$ cat config.mk
export PLATFORM = sky130hd
export DESIGN_NAME = spl_div
export DESIGN_NICKNAME = d
export VERILOG_FILES = /design/src/rtl/core/spl_pkg.sv /design/src/rtl/core/spl_div.sv
export SDC_FILE = /design/constraint.sdc
export NUM_CORES = 1
export LEC_CHECK = 0
export ABC_AREA = 0
export BUFFER_PORTS_ARGS = -buffer_cell sky130_fd_sc_hd__buf_2
export CORE_ASPECT_RATIO = 0.75
export CORE_MARGIN = 5
export CORE_UTILIZATION = 45
export DETAILED_ROUTE_END_ITERATION = 8
export PLACE_DENSITY = 0.67
export SLEW_MARGIN = 20
export SYNTH_ARGS = -nofsm -noshare
export SYNTH_HDL_FRONTEND = slang
export SYNTH_SLANG_ARGS = --single-unit
$ cat constraint.sdc
create_clock -name clk -period 3.75 [get_ports clk]
set_clock_uncertainty 0.05 [all_clocks]
set_input_delay 0.5625 -clock clk [delete_from_list [all_inputs] [get_ports clk]]
set_output_delay 0.5625 -clock clk [all_outputs]
set_load 0.02 [all_outputs]
$ cat src/rtl/core/spl_pkg.sv
`default_nettype none

package spl_pkg;

  // Table sizes and run limit
  localparam int KEY_DEPTH = 65536;
  localparam int POS_DEPTH = 262144;
  localparam int MAX_RUN   = 64;

  localparam int KEY_AW = $clog2(KEY_DEPTH);
  localparam int POS_AW = $clog2(POS_DEPTH);
  localparam int RUN_W  = $clog2(MAX_RUN + 1);

  // Field widths
  localparam int OFS_W    = 40;
  localparam int WORD_W   = 32;
  localparam int OCC_W    = 17;
  localparam int OCC_FRAC = 16;

  // Key table entry meaning "no hits"
  localparam logic [OFS_W-1:0] NO_HITS = 40'hff_ffff_ffff;
  localparam logic [OCC_W-1:0] OCC_ONE = 17'h1_0000;

  // Request codes
  localparam logic [1:0] REQ_KEY_WR = 2'd0;
  localparam logic [1:0] REQ_POS_WR = 2'd1;
  localparam logic [1:0] REQ_LOOKUP = 2'd2;

  // Result status codes
  localparam logic [2:0] ST_HIT   = 3'd0;
  localparam logic [2:0] ST_WRITE = 3'd1;
  localparam logic [2:0] ST_UNDEF = 3'd2;
  localparam logic [2:0] ST_ZERO  = 3'd3;
  localparam logic [2:0] ST_RANGE = 3'd4;

  // Configuration register indexes and reset values
  localparam logic REG_SEED_LENGTH = 1'b0;
  localparam logic REG_MAX_HITS    = 1'b1;
  localparam logic [5:0] SEED_LENGTH_RST = 6'd15;
  localparam logic [6:0] MAX_HITS_RST    = 7'd64;

  // Occupancy divider handshake
  typedef struct packed {
    logic             start;
    logic [RUN_W-1:0] kept;
    logic [WORD_W-1:0] total;
  } div_req_t;

  typedef struct packed {
    logic                done;
    logic [OCC_FRAC-1:0] quot;
  } div_rsp_t;

endpackage

`default_nettype wire

$ cat src/rtl/core/spl_div.sv
`default_nettype none

module spl_div
  import spl_pkg::*;
(
  input  wire logic     clk,
  input  wire logic     rst,
  input  wire div_req_t req,
  output      div_rsp_t rsp
);

  localparam int CNT_W = $clog2(OCC_FRAC + 1);

  logic                busy;
  logic                done;
  logic [CNT_W-1:0]    cnt;
  logic [WORD_W:0]     rem;
  logic [WORD_W-1:0]   divisor;
  logic [OCC_FRAC-1:0] quot;
  logic [WORD_W:0]     shifted;
  logic                fits;

  // Restoring step: kept < total, so only the fraction bits are produced
  assign shifted = {rem[WORD_W-1:0], 1'b0};
  assign fits    = shifted >= {1'b0, divisor};

  always_ff @(posedge clk) begin
    if (rst) begin
      busy <= 1'b0;
      done <= 1'b0;
    end else begin
      done <= busy && (cnt == CNT_W'(1));
      if (req.start) begin
        busy <= 1'b1;
      end else if (busy && (cnt == CNT_W'(1))) begin
        busy <= 1'b0;
      end
    end
  end

  always_ff @(posedge clk) begin
    if (req.start) begin
      rem     <= (WORD_W + 1)'(req.kept);
      divisor <= req.total;
      cnt     <= CNT_W'(OCC_FRAC);
    end else if (busy) begin
      rem  <= fits ? (shifted - {1'b0, divisor}) : shifted;
      quot <= {quot[OCC_FRAC-2:0], fits};
      cnt  <= cnt - CNT_W'(1);
    end
  end

  assign rsp.done = done;
  assign rsp.quot = quot;

endmodule

`default_nettype wire
# [After elaboration in Yosys (flattened, before gate mapping)]
# Index checks and enable logic that the tools add are counted.
[word_totals] register_bits=87 output_inout_bits=17
[op_classes] order_cmp=1 add_sub_neg=2 eq_ne=1 mux=5 reduce_logical=4 bitwise_logic=1
[ops] cell=">= comparator 33 x 32 -> 1 bit" count=1
[ops] cell="two-way mux 32 bit" count=1
[ops] cell="subtractor 32 bit" count=1
[ops] cell="two-way mux 7 bit" count=2
[ops] cell="equality test 5 x 1 -> 1 bit, second input constant" count=1
[ops] cell="subtractor 5 x 1 -> 5 bit, second input constant" count=1
[ops] cell="nonzero test 2 bit" count=2
[ops] cell="two-way mux 1 bit" count=2
[ops] cell="AND reduction 2 bit" count=1
[ops] cell="logical AND 1 bit" count=1
[ops] cell="inverter 1 bit" count=1

# [Logic depth before layout (Yosys ltp)]
[depth] depth_word=4 depth_mapped=14 depth_no_buf=12

# [Worst setup path before layout]
# OpenSTA, ideal clock, no wires.
[synth_path] kind="reg2reg" startpoint="register rem[0]" endpoint="register rem[3] (data pin)" t_required_ns=3.440 stages_incl_launch_ff=12 arrival_time_ns=2.712 slack_ns=0.728 synth_period_minus_slack_ns=3.022 path_buffers=0 setup_time_ns=0.260 path_cell_list="edfxtp_1 > ha_1 > nor2b_1 > o2111ai_1 > a311o_1 > a31oi_4 > o31ai_4 > o211ai_4 > a21oi_4 > inv_6 > mux2_4 > mux2_2"
[synth_between] elab_chain_cells=4
[synth_lines] element="start: declaration" line_no="spl_div.sv:17" text="logic [WORD_W:0] rem;"
[synth_lines] element="start signal: assignment" line_no="spl_div.sv:43" text="rem <= (WORD_W + 1)'(req.kept);"
[synth_lines] element="start signal: assignment" line_no="spl_div.sv:47" text="rem <= fits ? (shifted - {1'b0, divisor}) : shifted;"
[synth_lines] element="subtractor 32 bit / >= comparator 33 x 32 -> 1 bit (equally long branches)" line_no="spl_div.sv:47, spl_div.sv:25"
[synth_lines] element="two-way mux 32 bit (*)" line_no="spl_div.sv:47"
[synth_lines] element="two-way mux 7 bit (*)" line_no="spl_div.sv:46" text="end else if (busy) begin"
[synth_lines] element="two-way mux 7 bit (*)" line_no="spl_div.sv:42" text="if (req.start) begin"
# Every way passes the cells marked *; elsewhere a longest branch is shown, timed or not. The select of a mux whose other input is x is not followed.
# A chain may end at the register's enable or synchronous reset.

# [Final worst setup path]
[layout_path] startpoint="register rem[0]" endpoint="register rem[2] (data pin)"
# The elaborated chain is that of the path after synthesis.

==> out/qor.yml <==
relSlewSlack_pct: 47.3
initial_core_util_pct: 46.0
htreeDepth: 3
synthFlopType: "edfxtp_1"
placementRows: 33
track_usage_pct: 16.9
cts_buffers: 9
drt_wl_total_mm: 11.0
cts.clk_slew.worst_paths_ns: 0.06
totalPowerFinal_uw: 2660
place_area_um2: 5420
grt_pass1_wl_mm: 18.4
yosysSeqAreaShare_pct: 45.7
cts.sink_count: 87
die_w_um: 132
fin_nets: 620
antenna_found_initial: 0
critPathSlowestCell: "edfxtp_1"
area_growth_pct: 14.2
cap_violations: 0
drt_iter0_drc: 285
core_um2: 10900
critPathMaxFanout: 15
synth_edf_count: 55
clockRootBuffer: "clkbuf_16"
route.detailed.drc: 0
tightest_slew_ns: 0.790
via_count: 3863
arrival_ns: 3.36
final_hold_viol_count: 0
synth_fp_nets: 565
p_leak_uw: 0.00239
hold_end: "busy"
final_cell_area_um2: 5730
ys_types: 62
syn_inst: 488
whs_path_depth: 2
slew_violations: 0
rsz0062_at_grt: "false"
ioPinCount: 59
antennaDiodeCount: 0
setup_tns_ns: 0
port_buffers: 58
crit_type: "reg -> reg"
setup_viol_count_final: 0
cts_resized: 0
critPathCaptureType: "flip-flop"
post_route_cells_drive_above_1_share_pct: 17.0
fmax_mhz: 299
clk_path_buf_depth: 2
wire_per_inst_um: 16.0
fin_crit_sh_pct: 89.2
drt_pass1_iterations: 5
grt_max_degree: 46
rrSetupSlack_ns: 0.41
hp-start: "rst"
holdBufCountCts: 0
start_kind: "flip-flop"
powerDensity_nw_per_um2: 465
insertion_delay_ns: 0.34
place.gp.congestion: 0.917
dp_hpwl_mm: 7.98
overflow: 0
yosys_warnings: 0
status: "completed"
reg2reg_depth: 12
cp.required_ns: 3.77
reg2reg_from: "rem[0]"
synth_area_per_cell_um2: 10.3
worstPathCellList: "ha_1, nor2b_1, o2111ai_1, a311o_1, a31oi_4, o31ai_4, o211ai_4, a21oi_4, inv_6, buf_4, mux2i_1, o21ai_0"
post-cts-setup-buffers: 0
irDropWorstVdd_uv: 241
netlist_area_um2: 5010
synth_seq_cells: 87
vias_per_cell: 5.61
synthArstFlopShare_pct: 0
ant_nets: 0
n_fill_cell: 987
rr_endpoint: "rem[2]"
finalCriticalPeriod_ns: 3.34
grt_pass1_vias: 3751
cts_tree: "done"
dieArea_um2: 13400
slowest_delay_ns: 0.44
holdCritPathClass: "in -> reg"
die_h_um: 101
placed cells by master (no fill, tap or decap), types with 2 or more instances in the layout:
master	synthesis	final
buf_4	2	4
clkbuf_16	0	11
o21ai_1	2	2
o2111ai_1	2	2
o31ai_1	6	6
a211oi_1	16	16
nand3_1	7	7
ha_1	34	34
inv_6	1	2
a31oi_1	4	4
inv_1	47	47
mux2_2	4	4
mux2i_1	19	19
o21bai_1	6	6
edfxtp_1	55	55
dfxtp_1	32	32
nand4_1	6	6
o21ai_0	21	21
nor3_1	3	3
o21a_1	2	2
nor2_1	40	40
a41oi_1	4	4
nor4_1	3	3
xnor2_1	20	20
nand2_1	34	34
and3_1	4	4
a21oi_1	31	31
a32oi_1	3	3
or3_1	4	4
xor2_1	8	8
buf_2	3	58
nor2b_1	5	5
a211o_1	3	3
a21o_1	8	8
clkbuf_1	10	2
o211ai_1	3	3
mux2_4	4	4
nand2b_1	7	7
cell type report:
type	instances	area (um^2)	share of cell area, %
Multi-Input combinational cell	335	2450	42.8
Sequential cell	87	2290	40.0
Timing Repair Buffer	62	320	5.59
Clock buffer	13	283	4.94
Inverter	48	185	3.23
Tap cell	140	175	3.06
Clock inverter	3	22.5	0.393
logic make-up after synthesis:
group	count (synthesis)	share of synthesized area (%)
compound gates	126	17.9
simple gates	119	11.3
flops	87	45.7
buf+inv	66	5.44
fa+ha+maj	35	8.88
xor+xnor	28	4.89
mux	27	5.89
where the power goes:
part | switching, uW | internal [uW]
logic | 359 | 266
registers | 42.5 | 1100
clock network | 368 | 533
worst max path at each step:
| stage | start | endpoint | slack [ns] | depth (start not counted) |
|---|---|---|---|---|
| floorplan | rem[0] | rem[3] | 0.73 | 11 |
| global placement | rem[0] | rem[2] | 0.53 | 12 |
| detailed placement | rem[0] | rem[2] | 0.40 | 12 |
| CTS | rem[0] | rem[2] | 0.39 | 12 |
| global route | rem[0] | rem[2] | 0.17 | 12 |
| finish | rem[0] | rem[2] | 0.41 | 12 |
synthesized netlist by cell type, types with 4 or more instances:
cell type / n / area (um^2)
nand3_1: 7 / 35.0
edfxtp_1: 55 / 1650
o21ai_0: 21 / 105
clkbuf_1: 10 / 37.5
nor2_1: 40 / 150
xnor2_1: 20 / 175
xor2_1: 8 / 70.1
a41oi_1: 4 / 35.0
a211oi_1: 16 / 120
nand4_1: 6 / 37.5
or3_1: 4 / 25.0
a21oi_1: 31 / 155
nor2b_1: 5 / 31.3
mux2_2: 4 / 45.0
o21bai_1: 6 / 45.0
ha_1: 34 / 425
nand2_1: 34 / 128
a31oi_1: 4 / 25.0
mux2_4: 4 / 60.1
inv_1: 47 / 176
a21o_1: 8 / 60.1
and3_1: 4 / 25.0
nand2b_1: 7 / 43.8
dfxtp_1: 32 / 641
o31ai_1: 6 / 45.0
mux2i_1: 19 / 190
worst max-delay path, delay by kind of cell (launching register included):
family	cells	cell delay (ns)
buf+inv	2	0.46
fa+ha+maj	1	0.33
compound gates	7	1.38
simple gates	1	0.19
mux	1	0.22
flops	1	0.44
routing by layer:
metal / share of wire, % / vias to the layer above / wire length (um) / track usage (%)
li1: - / 1883 / - / -
met4: 1.5 / 0 / 163 / 4.66
met2: 45 / 137 / 4940 / 26.7
met5: 0 / - / 0 / 0
met1: 47 / 1825 / 5190 / 23.5
met3: 6.5 / 18 / 720 / 3.87
state kept, by name, indices dropped and copies added, names as in the netlist:
signal and cells:
busy 1, cnt 5, divisor 32, done 1, quot 16, rem 32
through the flow:
| stage | worst slack [ns] | cells | hold WS (ns) | utilization (%) |
|---|---|---|---|---|
| after detailed placement | 0.404 | 672 | 0.379 | 49.7 |
| after global routing | 0.170 | 688 | 0.325 | 52.5 |
| after CTS | 0.390 | 688 | 0.326 | 52.5 |
| final | 0.405 | 688 | 0.339 | 52.5 |
| after floorplan | 0.728 | 488 | 0.402 | - |
| after global placement | 0.533 | 672 | 0.374 | 49.7 |
No activity file was read; power rests on OpenSTA's default activity.
